===== config.mk =====
export PLATFORM = sky130hd
export DESIGN_NAME = i2c_lcd_command_sequencer_core
export DESIGN_NICKNAME = d
export VERILOG_FILES = /design/src/design/i2clcd_pkg.sv /design/src/design/i2clcd_ram.sv /design/src/design/i2clcd_out_fifo.sv /design/src/design/i2clcd_ctrl.sv /design/src/design/i2c_lcd_command_sequencer_core.sv
export VERILOG_INCLUDE_DIRS = /design/src /design/src/design
export SDC_FILE = /design/constraint.sdc
export NUM_CORES = 1
export LEC_CHECK = 0
export ABC_AREA = 0
export BUFFER_PORTS_ARGS = -buffer_cell sky130_fd_sc_hd__buf_2
export CORE_UTILIZATION = 58
export CTS_BUF_LIST = sky130_fd_sc_hd__clkbuf_4 sky130_fd_sc_hd__clkbuf_8
export DETAILED_ROUTE_END_ITERATION = 10
export PLACE_DENSITY = 0.79
export SLEW_MARGIN = 20
export SYNTH_ARGS = -nofsm -noshare
export SYNTH_HDL_FRONTEND = slang
export SYNTH_HIERARCHICAL = 1
export SYNTH_SLANG_ARGS = --single-unit
export TNS_END_PERCENT = 10

===== constraint.sdc =====
create_clock -name clk -period 6.5 [get_ports clk]
set_clock_uncertainty 0.1 [all_clocks]
set_input_delay 0.65 -clock clk [delete_from_list [all_inputs] [get_ports clk]]
set_output_delay 0.65 -clock clk [all_outputs]
set_load 0.05 [all_outputs]

===== src/design/i2c_lcd_command_sequencer_core_macros.svh =====
// Assertion macros for the LCD command sequencer.
`ifndef I2C_LCD_COMMAND_SEQUENCER_CORE_MACROS_SVH
`define I2C_LCD_COMMAND_SEQUENCER_CORE_MACROS_SVH

`ifndef SYNTH
`define LCD_ASSERT_IMP(name, clk, rst, ante, cons, msg) \
  name: assert property (@(posedge clk) disable iff (rst) (ante) |-> (cons)) else $error(msg);
`define LCD_ASSERT_NXT(name, clk, rst, ante, cons, msg) \
  name: assert property (@(posedge clk) disable iff (rst) (ante) |=> (cons)) else $error(msg);
`else
`define LCD_ASSERT_IMP(name, clk, rst, ante, cons, msg)
`define LCD_ASSERT_NXT(name, clk, rst, ante, cons, msg)
`endif

`endif


===== src/design/i2clcd_pkg.sv =====
// Shared types and constants of the LCD command sequencer.
`timescale 1ns / 1ps
package i2clcd_pkg;

  localparam int CFG_INDEX_W = 3;
  localparam int CFG_DATA_W  = 16;
  localparam int OUT_DEPTH   = 3;
  localparam int OUT_PTR_W   = 2;

  localparam logic [3:0] ACT_CLEAR     = 4'd0;
  localparam logic [3:0] ACT_BACKLIGHT = 4'd1;
  localparam logic [3:0] ACT_GET_ID    = 4'd2;
  localparam logic [3:0] ACT_GET_FW    = 4'd3;
  localparam logic [3:0] ACT_LOAD_CHAR = 4'd4;
  localparam logic [3:0] ACT_WRITE     = 4'd5;
  localparam logic [3:0] ACT_POLL      = 4'd6;
  localparam logic [3:0] ACT_TICK      = 4'd7;
  localparam logic [3:0] ACT_TX_DONE   = 4'd8;
  localparam logic [3:0] ACT_RX_DONE   = 4'd9;
  localparam logic [3:0] ACT_TIMER     = 4'd10;

  localparam logic [1:0] REPLY_NONE   = 2'd0;
  localparam logic [1:0] REPLY_ACCEPT = 2'd1;
  localparam logic [1:0] REPLY_BUSY   = 2'd2;
  localparam logic [1:0] REPLY_BUS_ERR = 2'd3;

  localparam logic [1:0] BUS_NONE  = 2'd0;
  localparam logic [1:0] BUS_WRITE = 2'd1;
  localparam logic [1:0] BUS_READ  = 2'd2;

  localparam logic [7:0] CODE_BUTTONS  = 8'h05;
  localparam logic [7:0] CODE_ID       = 8'h20;
  localparam logic [7:0] CODE_FIRMWARE = 8'h21;
  localparam logic [7:0] CODE_CLEAR    = 8'h60;
  localparam logic [7:0] CODE_TEXT     = 8'h61;
  localparam logic [7:0] CODE_LIGHT    = 8'h62;

  localparam logic [CFG_INDEX_W-1:0] REG_DEVICE_ADDRESS = 3'd0;
  localparam logic [CFG_INDEX_W-1:0] REG_FIRST_DELAY    = 3'd1;
  localparam logic [CFG_INDEX_W-1:0] REG_COLUMN_DELAY   = 3'd2;
  localparam logic [CFG_INDEX_W-1:0] REG_CLEAR_DELAY    = 3'd3;
  localparam logic [CFG_INDEX_W-1:0] REG_POLL_INTERVAL  = 3'd4;

  localparam logic [15:0] RST_FIRST_DELAY   = 16'd2000;
  localparam logic [11:0] RST_COLUMN_DELAY  = 12'd1000;
  localparam logic [15:0] RST_CLEAR_DELAY   = 16'd50000;
  localparam logic [15:0] RST_POLL_INTERVAL = 16'd100;

  typedef struct packed {
    logic [3:0] action;
    logic       bus_ok;
    logic [7:0] data_byte;
    logic [3:0] char_index;
    logic [4:0] text_length;
    logic [7:0] column;
    logic [7:0] row;
  } item_t;

  typedef struct packed {
    logic [1:0]  reply;
    logic [1:0]  bus_op;
    logic [2:0]  bus_length;
    logic [7:0]  bus_byte0;
    logic [7:0]  bus_byte1;
    logic [7:0]  bus_byte2;
    logic [7:0]  bus_byte3;
    logic        timer_arm;
    logic [20:0] timer_delay;
    logic [7:0]  button_state;
    logic [7:0]  board_id;
    logic [7:0]  firmware_id;
  } result_t;

endpackage


===== src/design/i2clcd_ram.sv =====
// Generic single-write, single-read RAM with registered read data.
`timescale 1ns / 1ps
module i2clcd_ram #(
  parameter int WIDTH = 8,
  parameter int DEPTH = 16
) (
  input  logic                                      clk,
  input  logic                                      we,
  input  logic [((DEPTH > 1) ? $clog2(DEPTH) : 1)-1:0] waddr,
  input  logic [WIDTH-1:0]                          wdata,
  input  logic                                      re,
  input  logic [((DEPTH > 1) ? $clog2(DEPTH) : 1)-1:0] raddr,
  output logic [WIDTH-1:0]                          rdata
);

  logic [WIDTH-1:0] mem [DEPTH];

  always_ff @(posedge clk) begin
    if (we) begin
      mem[waddr] <= wdata;
    end
    if (re) begin
      rdata <= mem[raddr];
    end
  end

endmodule


===== src/design/i2clcd_out_fifo.sv =====
// Three-entry result queue between the sequencer and the output channel.
`timescale 1ns / 1ps
module i2clcd_out_fifo (
  input  logic                            clk,
  input  logic                            rst,
  input  logic                            push,
  input  i2clcd_pkg::result_t             push_data,
  input  logic                            pop,
  output i2clcd_pkg::result_t             head,
  output logic [i2clcd_pkg::OUT_PTR_W-1:0] count
);
  import i2clcd_pkg::*;

  result_t              entries [OUT_DEPTH];
  logic [OUT_PTR_W-1:0] wr_ptr;
  logic [OUT_PTR_W-1:0] rd_ptr;
  logic [OUT_PTR_W-1:0] wr_ptr_next;
  logic [OUT_PTR_W-1:0] rd_ptr_next;

  assign wr_ptr_next = (wr_ptr == OUT_PTR_W'(OUT_DEPTH - 1)) ? '0 : wr_ptr + OUT_PTR_W'(1);
  assign rd_ptr_next = (rd_ptr == OUT_PTR_W'(OUT_DEPTH - 1)) ? '0 : rd_ptr + OUT_PTR_W'(1);
  assign head = entries[rd_ptr];

  always_ff @(posedge clk) begin
    if (rst) begin
      wr_ptr <= '0;
      rd_ptr <= '0;
      count  <= '0;
    end else begin
      if (push) begin
        wr_ptr <= wr_ptr_next;
      end
      if (pop) begin
        rd_ptr <= rd_ptr_next;
      end
      if (push && !pop) begin
        count <= count + OUT_PTR_W'(1);
      end else if (pop && !push) begin
        count <= count - OUT_PTR_W'(1);
      end
    end
  end

  always_ff @(posedge clk) begin
    if (push) begin
      entries[wr_ptr] <= push_data;
    end
  end

endmodule


===== src/design/i2clcd_ctrl.sv =====
// Command state, event handling and text store of the LCD sequencer.
`timescale 1ns / 1ps
module i2clcd_ctrl #(
  parameter int LINE_CHARS = 16
) (
  input  logic                              clk,
  input  logic                              rst,
  input  logic                              take,
  input  i2clcd_pkg::item_t                 item,
  input  logic                              cfg_write,
  input  logic [i2clcd_pkg::CFG_INDEX_W-1:0] cfg_index,
  input  logic [i2clcd_pkg::CFG_DATA_W-1:0]  cfg_data,
  output logic                              stage_valid,
  output i2clcd_pkg::result_t               stage_res
);
  import i2clcd_pkg::*;

  localparam int AW = (LINE_CHARS > 1) ? $clog2(LINE_CHARS) : 1;
  localparam int CW = $clog2(LINE_CHARS + 1);
  localparam logic [6:0] LINE_LEN = 7'(LINE_CHARS);

  typedef enum logic [2:0] {
    CMD_IDLE,
    CMD_BUTTON,
    CMD_ID,
    CMD_FIRMWARE,
    CMD_CLEAR,
    CMD_WRITE,
    CMD_LIGHT
  } cmd_t;

  cmd_t        cmd, cmd_next;
  logic [AW-1:0] send_index, send_index_next;
  logic [CW-1:0] chars_left, chars_left_next;
  logic [7:0]  cur_row, cur_row_next;
  logic [7:0]  cur_column, cur_column_next;
  logic        poll_pending, poll_pending_next;
  logic [31:0] ms_now, ms_now_next;
  logic [31:0] next_poll_time, next_poll_time_next;
  logic [7:0]  buttons_reg, buttons_reg_next;
  logic [7:0]  ident_reg, ident_reg_next;
  logic [7:0]  firmware_reg, firmware_reg_next;

  logic [15:0] first_delay;
  logic [11:0] column_delay;
  logic [15:0] clear_delay;
  logic [15:0] poll_interval;

  result_t     res_next;
  result_t     s_res;
  logic        use_ram_next;
  logic        s_use_ram;
  logic        poll_try;
  logic        ram_we;
  logic        ram_re;
  logic [AW-1:0] ram_raddr;
  logic [AW-1:0] ram_waddr;
  logic [7:0]  ram_rdata;

  logic        idle;
  logic        ok;
  logic        too_early;
  logic [6:0]  index_w;
  logic [6:0]  len_w;
  logic [6:0]  len_clamped;
  logic [19:0] column_prod;
  logic [20:0] write_delay;

  assign idle        = (cmd == CMD_IDLE);
  assign ok          = item.bus_ok;
  assign too_early   = (next_poll_time > ms_now);
  assign index_w     = 7'(item.char_index);
  assign ram_waddr   = index_w[AW-1:0];
  assign len_w       = 7'(item.text_length);
  assign len_clamped = (len_w == 7'd0) ? 7'd1 : ((len_w > LINE_LEN) ? LINE_LEN : len_w);
  assign column_prod = 20'(column_delay) * 20'(cur_column);
  assign write_delay = 21'(first_delay) + 21'(column_prod);

  always_comb begin
    cmd_next            = cmd;
    send_index_next     = send_index;
    chars_left_next     = chars_left;
    cur_row_next        = cur_row;
    cur_column_next     = cur_column;
    poll_pending_next   = poll_pending;
    ms_now_next         = ms_now;
    next_poll_time_next = next_poll_time;
    buttons_reg_next    = buttons_reg;
    ident_reg_next      = ident_reg;
    firmware_reg_next   = firmware_reg;
    res_next            = '0;
    use_ram_next        = 1'b0;
    poll_try            = 1'b0;
    ram_we              = 1'b0;
    ram_re              = 1'b0;
    ram_raddr           = '0;

    unique case (item.action)
      ACT_CLEAR, ACT_BACKLIGHT, ACT_GET_ID, ACT_GET_FW: begin
        if (!idle) begin
          res_next.reply = REPLY_BUSY;
        end else if (!ok) begin
          res_next.reply = REPLY_BUS_ERR;
        end else begin
          res_next.reply      = REPLY_ACCEPT;
          res_next.bus_op     = BUS_WRITE;
          res_next.bus_length = 3'd1;
          unique case (item.action)
            ACT_CLEAR: begin
              cmd_next           = CMD_CLEAR;
              res_next.bus_byte0 = CODE_CLEAR;
            end
            ACT_BACKLIGHT: begin
              cmd_next            = CMD_LIGHT;
              res_next.bus_byte0  = CODE_LIGHT;
              res_next.bus_byte1  = item.data_byte;
              res_next.bus_length = 3'd2;
            end
            ACT_GET_ID: begin
              cmd_next           = CMD_ID;
              res_next.bus_byte0 = CODE_ID;
            end
            default: begin
              cmd_next           = CMD_FIRMWARE;
              res_next.bus_byte0 = CODE_FIRMWARE;
            end
          endcase
        end
      end
      ACT_LOAD_CHAR: begin
        if (cmd == CMD_WRITE) begin
          res_next.reply = REPLY_BUSY;
        end else begin
          res_next.reply = REPLY_ACCEPT;
          ram_we         = (index_w < LINE_LEN);
        end
      end
      ACT_WRITE: begin
        if (!idle) begin
          res_next.reply = REPLY_BUSY;
        end else if (!ok) begin
          res_next.reply = REPLY_BUS_ERR;
        end else begin
          cmd_next            = CMD_WRITE;
          send_index_next     = '0;
          chars_left_next     = len_clamped[CW-1:0];
          cur_row_next        = item.row;
          cur_column_next     = item.column;
          res_next.reply      = REPLY_ACCEPT;
          res_next.bus_op     = BUS_WRITE;
          res_next.bus_length = 3'd4;
          res_next.bus_byte0  = CODE_TEXT;
          res_next.bus_byte1  = item.row;
          res_next.bus_byte2  = item.column;
          ram_re              = 1'b1;
          ram_raddr           = '0;
          use_ram_next        = 1'b1;
        end
      end
      ACT_POLL: begin
        if (too_early) begin
          res_next.reply = REPLY_BUSY;
        end else if (!idle) begin
          poll_pending_next = 1'b1;
          res_next.reply    = REPLY_BUSY;
        end else begin
          poll_try = 1'b1;
        end
      end
      ACT_TICK: begin
        ms_now_next = ms_now + 32'd1;
      end
      ACT_TX_DONE: begin
        res_next.timer_arm   = 1'b1;
        res_next.timer_delay = 21'(first_delay);
        unique case (cmd)
          CMD_CLEAR: begin
            res_next.timer_delay = 21'(clear_delay);
          end
          CMD_BUTTON, CMD_ID, CMD_FIRMWARE: begin
            if (ok) begin
              res_next.timer_arm   = 1'b0;
              res_next.timer_delay = '0;
              res_next.bus_op      = BUS_READ;
            end
          end
          CMD_WRITE: begin
            res_next.timer_delay = write_delay;
          end
          default: begin
          end
        endcase
      end
      ACT_RX_DONE: begin
        res_next.timer_arm   = 1'b1;
        res_next.timer_delay = 21'(first_delay);
        unique case (cmd)
          CMD_BUTTON:   buttons_reg_next  = ~item.data_byte;
          CMD_ID:       ident_reg_next    = item.data_byte;
          CMD_FIRMWARE: firmware_reg_next = item.data_byte;
          default: begin
          end
        endcase
      end
      ACT_TIMER: begin
        if ((cmd == CMD_WRITE) && (chars_left > CW'(1))) begin
          chars_left_next = chars_left - CW'(1);
          send_index_next = send_index + AW'(1);
          cur_column_next = cur_column + 8'd1;
          if (ok) begin
            res_next.bus_op     = BUS_WRITE;
            res_next.bus_length = 3'd4;
            res_next.bus_byte0  = CODE_TEXT;
            res_next.bus_byte1  = cur_row;
            res_next.bus_byte2  = cur_column + 8'd1;
            ram_re              = 1'b1;
            ram_raddr           = send_index + AW'(1);
            use_ram_next        = 1'b1;
          end else begin
            chars_left_next      = CW'(1);
            res_next.timer_arm   = 1'b1;
            res_next.timer_delay = 21'(first_delay);
          end
        end else begin
          if (cmd == CMD_WRITE) begin
            chars_left_next = '0;
          end
          cmd_next = CMD_IDLE;
          if (poll_pending) begin
            if (too_early) begin
              res_next.reply = REPLY_BUSY;
            end else begin
              poll_try = 1'b1;
            end
          end
        end
      end
      default: begin
      end
    endcase

    if (poll_try) begin
      if (!ok) begin
        res_next.reply = REPLY_BUS_ERR;
      end else begin
        cmd_next            = CMD_BUTTON;
        poll_pending_next   = 1'b0;
        next_poll_time_next = ms_now + 32'(poll_interval);
        res_next.reply      = REPLY_ACCEPT;
        res_next.bus_op     = BUS_WRITE;
        res_next.bus_length = 3'd1;
        res_next.bus_byte0  = CODE_BUTTONS;
      end
    end

    res_next.button_state = buttons_reg_next;
    res_next.board_id     = ident_reg_next;
    res_next.firmware_id  = firmware_reg_next;
  end

  always_ff @(posedge clk) begin
    if (rst) begin
      cmd            <= CMD_IDLE;
      send_index     <= '0;
      chars_left     <= '0;
      cur_row        <= '0;
      cur_column     <= '0;
      poll_pending   <= 1'b0;
      ms_now         <= '0;
      next_poll_time <= '0;
      buttons_reg    <= '0;
      ident_reg      <= '0;
      firmware_reg   <= '0;
      stage_valid    <= 1'b0;
      first_delay    <= RST_FIRST_DELAY;
      column_delay   <= RST_COLUMN_DELAY;
      clear_delay    <= RST_CLEAR_DELAY;
      poll_interval  <= RST_POLL_INTERVAL;
    end else begin
      stage_valid <= take;
      if (take) begin
        cmd            <= cmd_next;
        send_index     <= send_index_next;
        chars_left     <= chars_left_next;
        cur_row        <= cur_row_next;
        cur_column     <= cur_column_next;
        poll_pending   <= poll_pending_next;
        ms_now         <= ms_now_next;
        next_poll_time <= next_poll_time_next;
        buttons_reg    <= buttons_reg_next;
        ident_reg      <= ident_reg_next;
        firmware_reg   <= firmware_reg_next;
      end
      if (cfg_write) begin
        unique case (cfg_index)
          REG_DEVICE_ADDRESS: begin
          end
          REG_FIRST_DELAY:   first_delay   <= cfg_data;
          REG_COLUMN_DELAY:  column_delay  <= cfg_data[11:0];
          REG_CLEAR_DELAY:   clear_delay   <= cfg_data;
          REG_POLL_INTERVAL: poll_interval <= cfg_data;
          default: begin
          end
        endcase
      end
    end
  end

  always_ff @(posedge clk) begin
    if (take) begin
      s_res     <= res_next;
      s_use_ram <= use_ram_next;
    end
  end

  i2clcd_ram #(
    .WIDTH(8),
    .DEPTH(LINE_CHARS)
  ) u_text_ram (
    .clk   (clk),
    .we    (take && ram_we),
    .waddr (ram_waddr),
    .wdata (item.data_byte),
    .re    (take && ram_re),
    .raddr (ram_raddr),
    .rdata (ram_rdata)
  );

  always_comb begin
    stage_res = s_res;
    if (s_use_ram) begin
      stage_res.bus_byte3 = ram_rdata;
    end
  end

endmodule


===== src/design/i2c_lcd_command_sequencer_core.sv =====
// Top level of the I2C LCD command sequencer.
`timescale 1ns / 1ps
// Takes one request or bus event per clock cycle and gives exactly one result
// transaction for each. The accepting cycle updates the command state and
// issues the text RAM read; the staged result then takes the registered character
// byte into the queue. A three-entry result queue keeps input accepting while
// results wait, so a stalled output throttles the input once queued and staged
// results fill it. The text store needs no clearing after reset; the block
// accepts transactions from the first cycle after reset.
module i2c_lcd_command_sequencer_core #(
  parameter int LINE_CHARS = 16
) (
  input  logic        clk,
  input  logic        rst,
  input  logic        in_valid,
  output logic        in_ready,
  input  logic [3:0]  action,
  input  logic        bus_ok,
  input  logic [7:0]  data_byte,
  input  logic [3:0]  char_index,
  input  logic [4:0]  text_length,
  input  logic [7:0]  column,
  input  logic [7:0]  row,
  output logic        out_valid,
  input  logic        out_ready,
  output logic [1:0]  reply,
  output logic [1:0]  bus_op,
  output logic [2:0]  bus_length,
  output logic [7:0]  bus_byte0,
  output logic [7:0]  bus_byte1,
  output logic [7:0]  bus_byte2,
  output logic [7:0]  bus_byte3,
  output logic        timer_arm,
  output logic [20:0] timer_delay,
  output logic [7:0]  button_state,
  output logic [7:0]  board_id,
  output logic [7:0]  firmware_id,
  input  logic        cfg_write,
  input  logic [i2clcd_pkg::CFG_INDEX_W-1:0] cfg_index,
  input  logic [i2clcd_pkg::CFG_DATA_W-1:0]  cfg_data
);
  import i2clcd_pkg::*;

`include "i2c_lcd_command_sequencer_core_macros.svh"

  item_t                item;
  logic                 take;
  logic                 stage_valid;
  result_t              stage_res;
  result_t              head;
  logic [OUT_PTR_W-1:0] fifo_count;
  logic                 pop;

  assign item.action      = action;
  assign item.bus_ok      = bus_ok;
  assign item.data_byte   = data_byte;
  assign item.char_index  = char_index;
  assign item.text_length = text_length;
  assign item.column      = column;
  assign item.row         = row;

  assign in_ready  = ((3'(fifo_count) + 3'(stage_valid)) <= 3'(OUT_DEPTH - 1));
  assign take      = in_valid && in_ready;
  assign out_valid = (fifo_count != '0);
  assign pop       = out_valid && out_ready;

  i2clcd_ctrl #(
    .LINE_CHARS(LINE_CHARS)
  ) u_ctrl (
    .clk         (clk),
    .rst         (rst),
    .take        (take),
    .item        (item),
    .cfg_write   (cfg_write),
    .cfg_index   (cfg_index),
    .cfg_data    (cfg_data),
    .stage_valid (stage_valid),
    .stage_res   (stage_res)
  );

  i2clcd_out_fifo u_out_fifo (
    .clk       (clk),
    .rst       (rst),
    .push      (stage_valid),
    .push_data (stage_res),
    .pop       (pop),
    .head      (head),
    .count     (fifo_count)
  );

  assign reply        = head.reply;
  assign bus_op       = head.bus_op;
  assign bus_length   = head.bus_length;
  assign bus_byte0    = head.bus_byte0;
  assign bus_byte1    = head.bus_byte1;
  assign bus_byte2    = head.bus_byte2;
  assign bus_byte3    = head.bus_byte3;
  assign timer_arm    = head.timer_arm;
  assign timer_delay  = head.timer_delay;
  assign button_state = head.button_state;
  assign board_id     = head.board_id;
  assign firmware_id  = head.firmware_id;

  `LCD_ASSERT_NXT(a_take_reaches_stage, clk, rst, take, stage_valid, "accepted transaction lost before queue")
  `LCD_ASSERT_IMP(a_no_queue_overflow, clk, rst, stage_valid, fifo_count != OUT_PTR_W'(OUT_DEPTH), "result pushed into full queue")
  `LCD_ASSERT_IMP(a_idle_bus_quiet, clk, rst, stage_valid && (stage_res.bus_op != BUS_WRITE), stage_res.bus_length == 3'd0, "length set without write transfer")

endmodule


[Word-level counts from Yosys, hierarchy flattened]
Memories as Yosys holds them, arrays and structs flattened. A register that Yosys moved wholly into a read port is not among the register bits.
Cells that the tools add are included.
Operators by class
  multipliers: 1
  equality and inequality tests: 25
  $add $sub $neg: 11
  bitwise logic cells: 1
  muxes and demuxes: 92
  reductions and logical operators: 27
  $lt $le $gt $ge: 5
Operators with widths (number)
  2-to-1 mux 8 bit: 11
  2-to-1 mux 28 bit: 3
  one-hot mux 22 bit (3 select lines): 1
  one-hot mux 21 bit (3 select lines): 1
  one-hot mux 19 bit (3 select lines): 1
  2-to-1 mux 22 bit: 2
  2-to-1 mux 5 bit: 7
  2-to-1 mux 2 bit: 17
  adder 32 x 1 -> 32 bit (second input constant): 1
  adder 32 x 16 -> 32 bit: 1
  > comparator 32 bit: 1
  one-hot mux 8 bit (2 select lines): 2
  2-to-1 mux 29 bit: 1
  2-to-1 mux 4 bit: 6
  adder 16 x 20 -> 21 bit: 1
  2-to-1 mux 21 bit: 1
  2-to-1 mux 3 bit: 7
  one-hot mux 7 bit (3 select lines): 1
  multiplier 12 x 8 -> 20 bit: 1
  2-to-1 mux 1 bit: 20
  2-to-1 mux 20 bit: 1
  one-hot mux 3 bit (3 select lines): 2
  == test 4 x 3 -> 1 bit (second input constant): 4
  one-hot mux 2 bit (4 select lines): 2
  other kinds (39): 67
Storage, ports and cells
  memories kept: 2
  output and inout bits: 87
  logic and storage cells: 195
  register bits after elaboration: 262
  RAM bits: 383
Memory list
  u_out_fifo.entries: words 3, width 85, rd ports 1, clocked after Yosys merged registers in 1, write ports 1, RTL line i2clcd_out_fifo.sv:14  | result_t entries [OUT_DEPTH];
  u_ctrl.u_text_ram.mem: words 16, width 8, rd ports 1, clocked after Yosys merged registers in 1, write ports 1, RTL line i2clcd_ram.sv:16  | logic [WIDTH-1:0] mem [DEPTH];

[Depth between registers and ports, before layout]
Gate-level depths: netlist of the first run.
  word-level depth: 7
  depth in mapped cells: 19
  depth with buffers taken out: 18

[Cells and area by module]
The synthesis of the first run kept the hierarchy.
Modules (own cells, without submodules)
  i2clcd_ctrl: cells an instance 1794, area an instance 15805.2 um2, seq. area each 5785.5 um2, instances 1
  i2clcd_out_fifo: cells an instance 570, area an instance 9800.6 um2, seq. area each 7817.5 um2, instances 1
  i2clcd_ram: cells an instance 229, area an instance 5227.5 um2, seq. area each 4083.9 um2, instances 1
  i2c_lcd_command_sequencer_core: cells an instance 10, area an instance 83.8 um2, seq. area each 0.0 um2, instances 1

[Worst setup path before layout of the first run]
OpenSTA, ideal clock, no wires.
  path type: register -> register
  start: reg u_ctrl.stage_valid
  end: reg u_out_fifo.wr_ptr[0]
  period minus slack after synthesis: 7.143 ns
  path buffers: 0
  arrival: 6.959 ns
  cell stages (with the launch flop): 4
  library setup time: 0.084 ns
  slack: -0.643 ns
  path through: dfxtp_1 > inv_1 > nor3_1 > o21ba_2
RTL lines
  start, declared: RTL line i2clcd_ctrl.sv:13  | output logic stage_valid,
  start signal, assigned: RTL line i2clcd_ctrl.sv:280  | stage_valid <= take;
  end signal, assigned: RTL line i2clcd_out_fifo.sv:31  | wr_ptr <= wr_ptr_next;
  end, declared: RTL line i2clcd_out_fifo.sv:15  | logic [OUT_PTR_W-1:0] wr_ptr;

==> results.ini, run 1 <==
[floorplan]
die-area_mm2 = 0.0542
start_util_pct = 58.7
num_io_pins = 149
die_h_um = 233
rows = 84
fp.coreArea_mm2 = 0.0527
die_w_um = 233

[grt]
grt_pass1_wl_um = 110000
grtUsageMet3_pct = 5.23
grt_use_total_pct = 26.4
first_global_vias = 20100
met2_usage_pct = 43.3
grtUsageMet1_pct = 35.6
grt_max_degree = 112
grt_busiest_layer = met2
grt.overflow.total = 0
antenna_found_initial = 8

[synth]
yosysTopAreaCell = edfxtp_1
synth-edff-count = 465
ys_seq_elements = 651
netlist_area_mm2 = 0.0309
ys_top_cells_by_count = edfxtp_1, nand2_1, dfxtp_1, nor2_1, inv_1
ys_types = 75
yosysTopAreaCellShare_pct = 45.2
seq_area_frac_synth_pct = 57.2
yosysWarnings = 6
async_reset_ff_share_pct = 0
syn_inst = 2603
synth.most_common_cell = edfxtp_1
ys.flop_type = edfxtp_1
avgSynthCellArea_um2 = 11.9
synth_area_leaders = edfxtp_1, dfxtp_1, fa_1

[clock_tree]
cts_resized = 0
post_cts_buffers = 0
cts-root-buf = clkbuf_8
clkSinkCount = 651
clkTransAtPathRegs_ps = 60
clk_latency_ps = 720
tritoncts = built
clockBufferDepth = 3
cts_inserted_buffers = 100
cts.htree.levels = 3
cts_hold_buf = 0

[pwr]
p_comb_share_pct = 17.7
seq_power_share_pct = 47.6
totalPowerFinal_uw = 10500
p_sw_uw = 3200
ir_worst_vdd_mv = 0.233
intPower_uw = 7300
power_density_mw_per_mm2 = 306
clkPwrFrac_pct = 34.7
p_sw_share_pct = 30.5
leakage_uw = 0.0128

[finish]
max_flop_register = u_out_fifo/entries
largest_reg_flops = 255
layout-drive-gt1-share_pct = 14.4
syn_to_final_growth_pct = 11.0
final_util_pct = 65.1
fill_cells = 3800
fin_nets = 3001

[setup_path]
r2r_end = u_ctrl/stage_res[43]
worstPathMaxFanout = 17
worstPathRequired_ps = 6830
setup.worst_path.end_class = register
r2r_slack_ps = 370
criticalPathCategory = reg2reg
start_kind = register
cp_data_arrival_time_ps = 6460
timing.rr.start = u_ctrl/cur_column[4]
reg2regPathDepth = 17

[sta]
hold_violations = 0
setup_tns_ps = 0
fin_crit_sh_pct = 94.3
fin_crit_ps = 6130
tightest_slew_ps = 1100
rsz0062_at_grt = no
fmax_mhz = 163
slew_headroom_pct = 26.5
slew_violations = 0
finalSetupViolations = 0

[hold_path]
hp-class = in2reg
hold_depth = 3
min_to = u_ctrl/cur_row[5]
hold_start = row[5]

[drt]
ant_nets = 0
drcViolationCount = 0
drt-initial-drc-count = 1625
wl_per_cell_um = 20.0
routed_wl_um = 70700
vias_per_cell = 5.81
firstDrtPassIters = 6
vias = 20600

[placement]
gp_congestion = 0.918
port_buffers = 148
place_hpwl_um = 48700

[status]
status = finished, final reports clean

[job]
maxCapViolCount = 0

critical path: stages (launching register included):
cell,delay (ps)
dfxtp_1,720
nand2_1,170
fa_1,510
fa_1,500
inv_1,60
fa_1,530
inv_1,60
fa_1,530
inv_1,40
ha_1,220
or3_1,390
a311oi_1,400
o311ai_0,350
o41ai_1,620
o2111ai_1,230
a21oi_1,210
xor2_1,160
nor2_1,60
cells by family (layout without fill, tap and decap cells):
group / count (synthesis) / after routing / share of synthesized area, %
xor gates and xnor gates: 77 / 77 / 2.18
and+or+nand+nor: 819 / 819 / 12.0
other: 1 / 5 / 0.0121
DFF: 651 / 651 / 57.2
buffers and inverters: 290 / 534 / 4.31
adders and majority gates: 178 / 178 / 9.07
AOI/OAI and AO/OA: 423 / 423 / 8.33
muxes: 164 / 164 / 6.84
power groups by stage:
stage,clock (µW),combinational (µW),sequential (µW)
floorplan,0,1450,5010
global placement,0,1830,5060
detailed placement,0,1860,5090
CTS,3710,1860,5010
global route,3880,1980,5020
finish,3640,1860,5000
through the flow:
step | cells | hold WS [ps] | setup WS [ps] | area (µm²)
after floorplan | 2605 | 333 | 1060 | 30900
after global placement | 3346 | 339 | 644 | 32100
after detailed placement | 3346 | 347 | 503 | 32100
after CTS | 3536 | 42.5 | 464 | 34300
after global routing | 3538 | 86.2 | 89.3 | 34300
final | 3539 | 98.3 | 370 | 34300
routing by layer:
layer	vias to the layer above	part of all wire, %
met4	10	1.8
met3	120	7.8
li1	9548	-
met1	10100	42
met5	-	0.075
met2	824	48
area by class of cell:
| cell class | count | area, µm² | area share [%] |
|---|---|---|---|
| diodes | 2 | 5.00 | 0.0146 |
| clock buffers | 137 | 1720 | 5.00 |
| clock inverters | 53 | 469 | 1.37 |
| inverters | 172 | 646 | 1.88 |
| multi-input cells | 1664 | 12000 | 34.9 |
| flip-flops and latches | 651 | 17700 | 51.6 |
| well taps | 688 | 861 | 2.51 |
| repair buffers | 172 | 947 | 2.76 |
worst max path at each step:
| stage | from | to | slack (ps) | depth (start not counted) |
|---|---|---|---|---|
| 3_5_place_dp | u_ctrl/cur_column[0] | u_ctrl/stage_res[43] | 500 | 17 |
| 6_report | u_ctrl/cur_column[4] | u_ctrl/stage_res[43] | 370 | 17 |
| 2_1_floorplan | u_ctrl/cur_column[5] | u_ctrl/stage_res[43] | 1060 | 19 |
| 3_3_place_gp | u_ctrl/cur_column[4] | u_ctrl/stage_res[43] | 640 | 17 |
| 4_1_cts | u_ctrl/cur_column[0] | u_ctrl/stage_res[43] | 460 | 17 |
| 5_1_grt | u_ctrl/cur_column[7] | u_ctrl/stage_res[43] | 90 | 17 |
layout by cell type (no fill, tap or decap), types with 18 or more instances in the layout:
cell / n
edfxtp_1: 465
nand2_1: 363
dfxtp_1: 184
nor2_1: 181
inv_1: 171
buf_2: 147
a21oi_1: 128
mux2i_1: 116
clkbuf_8: 110
ha_1: 101
o21ai_0: 94
fa_1: 77
and2_1: 74
xnor2_1: 65
nand3_1: 56
o21ai_1: 52
a22oi_1: 36
clkbuf_4: 27
nor3_1: 24
buf_4: 23
nand3b_1: 22
clkinv_1: 21
mux4_2: 18
No activity file was read; power rests on OpenSTA's default activity.
==> inputs of run 2 (changes only) <==
- MAX_ROUTING_LAYER: unset -> met4
==> run 2 against run 1 <==
  * Global-route usage is 0.62 points higher
  * Sequential cell count unchanged
  * Clock power shrank 5.5%
  * Fmax up 1.2%
  * Critical path type unchanged
==> results.ini, run 2 (synthesized netlist as in run 1, its figures left out) <==
[clock_tree]
cts.htree.levels = 3  ; unchanged
cts_resized = 0  ; unchanged
clkTransAtPathRegs_ps = 60  ; about the same
cts_hold_buf = 0  ; unchanged
tritoncts = built  ; unchanged
post_cts_buffers = 0  ; unchanged
clkSinkCount = 651  ; unchanged
cts-root-buf = clkbuf_8  ; unchanged
clockBufferDepth = 3  ; unchanged
clk_latency_ps = 690  ; was 720 ps
cts_inserted_buffers = 101  ; was 100

[drt]
vias = 20500  ; was 20,600
vias_per_cell = 5.81  ; about the same
ant_nets = 0  ; unchanged
wl_per_cell_um = 20.0  ; about the same
routed_wl_um = 70800  ; was 70,700 µm
drcViolationCount = 0  ; unchanged
drt-initial-drc-count = 1658  ; was 1,625
firstDrtPassIters = 5  ; was 6

[pwr]
clkPwrFrac_pct = 33.4  ; was 34.7%
p_sw_uw = 3120  ; was 3200 µW
leakage_uw = 0.0127  ; was 0.0128 µW
p_comb_share_pct = 18.0  ; was 17.7%
p_sw_share_pct = 30.3  ; was 30.5%
seq_power_share_pct = 48.6  ; was 47.6%
ir_worst_vdd_mv = 0.206  ; was 0.233 mV
intPower_uw = 7180  ; was 7300 µW
power_density_mw_per_mm2 = 302  ; was 306 mW/mm²

[finish]
design_area_mm2 = 0.0342  ; was 0.0343 mm²
max_flop_register = u_out_fifo/entries  ; unchanged
syn_to_final_growth_pct = 10.5  ; was 11.0%
layout-drive-gt1-share_pct = 14.4  ; about the same
largest_reg_flops = 255  ; unchanged
fin_nets = 3001  ; unchanged
final_cell_mix = edfxtp_1, nand2_1, dfxtp_1  ; unchanged
final_common_cell = edfxtp_1  ; unchanged

[setup_path]
reg2regPathDepth = 17  ; unchanged
start_kind = register  ; unchanged
setup.worst_path.end_class = register  ; unchanged
cp_data_arrival_time_ps = 6350  ; was 6460 ps
worstPathRequired_ps = 6800  ; was 6830 ps
worstPathMaxFanout = 17  ; unchanged
criticalPathCategory = reg2reg  ; unchanged

[floorplan]
die_h_um = 233  ; unchanged
die-area_mm2 = 0.0542  ; unchanged
fp.coreArea_mm2 = 0.0527  ; unchanged
start_util_pct = 58.7  ; unchanged
rows = 84  ; unchanged
num_io_pins = 149  ; unchanged
die_w_um = 233  ; unchanged

[placement]
place_hpwl_um = 48900  ; was 48,700 µm
dpl-instance-area_mm2 = 0.0321  ; unchanged
port_buffers = 148  ; unchanged
gp_congestion = 0.924  ; was 0.918

[sta]
finalSetupViolations = 0  ; unchanged
fmax_mhz = 165  ; was 163 MHz
setup_tns_ps = 0  ; unchanged
fin_crit_sh_pct = 93.2  ; was 94.3%
tightest_slew_ps = 1320  ; was 1100 ps
hold_violations = 0  ; unchanged
slew_violations = 0  ; unchanged
rsz0062_at_grt = no  ; unchanged
slew_headroom_pct = 11.1  ; was 26.5%
fin_crit_ps = 6060  ; was 6130 ps

[hold_path]
hp-class = in2reg  ; unchanged
hold_depth = 3  ; unchanged

[status]
status = finished, final reports clean  ; unchanged

[grt]
grt_use_total_pct = 27.0  ; was 26.4%
grt_max_degree = 109  ; was 112
antenna_found_initial = 8  ; unchanged
grt_pass1_wl_um = 109000  ; was 110,000 µm
grt.overflow.total = 0  ; unchanged
first_global_vias = 20200  ; was 20,100

[job]
maxCapViolCount = 0  ; unchanged

run 2: path summary, 6_finish.rpt:
kind                              from              endpoint  slack (ps)
hold reg to reg      u_ctrl/cur_row[3]     u_ctrl/cur_row[3]         360
setup reg to reg  u_ctrl/cur_column[4]  u_ctrl/stage_res[43]         440
hold / removal                  row[3]     u_ctrl/cur_row[3]         140
setup / recovery  u_ctrl/cur_column[4]  u_ctrl/stage_res[43]         440
run 2: worst max-delay path, stage by stage, from the launching register on:
cell and delay (ps):
dfxtp_1 700, nand2_1 170, fa_1 510, fa_1 490, inv_1 60, fa_1 530
inv_1 50, fa_1 520, inv_1 40, ha_1 210, or3_1 390, a311oi_1 350
o311ai_0 320, o41ai_1 650, o2111ai_1 250, a21oi_1 220, xor2_1 150, nor2_1 50
run 2: stage by stage:
step / instances / power (µW) / utilization [%] / hold WS (ps) / setup WS (ps)
2_1_floorplan: 2605 / 6460 / - / 333 / 1060
3_3_place_gp: 3346 / 6890 / 60.9 / 341 / 625
3_5_place_dp: 3346 / 6950 / 60.9 / 348 / 515
4_1_cts: 3525 / 10400 / 64.8 / 84.7 / 501
5_1_grt: 3532 / 10700 / 64.9 / 110 / 108
6_report: 3532 / 10300 / 64.9 / 135 / 444
run 2: layout make-up:
type,instances,area [µm²]
sequential,651,17700
inverter,172,646
fill,3818,18500
antenna,7,17.5
clock inverter,25,170
clock buffer,154,1890
multi-input combinational,1664,12000
timing repair buffer,171,923
tap,688,861
run 2: power groups by stage:
stage	Clock, µW	Sequential (µW)	Combinational (µW)
after floorplan	0	5010	1450
after global placement	0	5060	1840
after detailed placement	0	5090	1860
after CTS	3500	5000	1870
after global routing	3680	5030	1970
final	3440	5010	1860
run 2: layer usage:
metal  part of all wire, %  global-route usage [%]  wire length (µm)  vias to the layer above
li1                      -                       -                 -                     9545
met1                    42                    35.2             30000                    10100
met2                    48                    42.8             34100                      800
met3                   7.3                    5.10              5190                      106
met4                   2.1                    8.76              1520                        0
met5                     0                       -                 0                        -
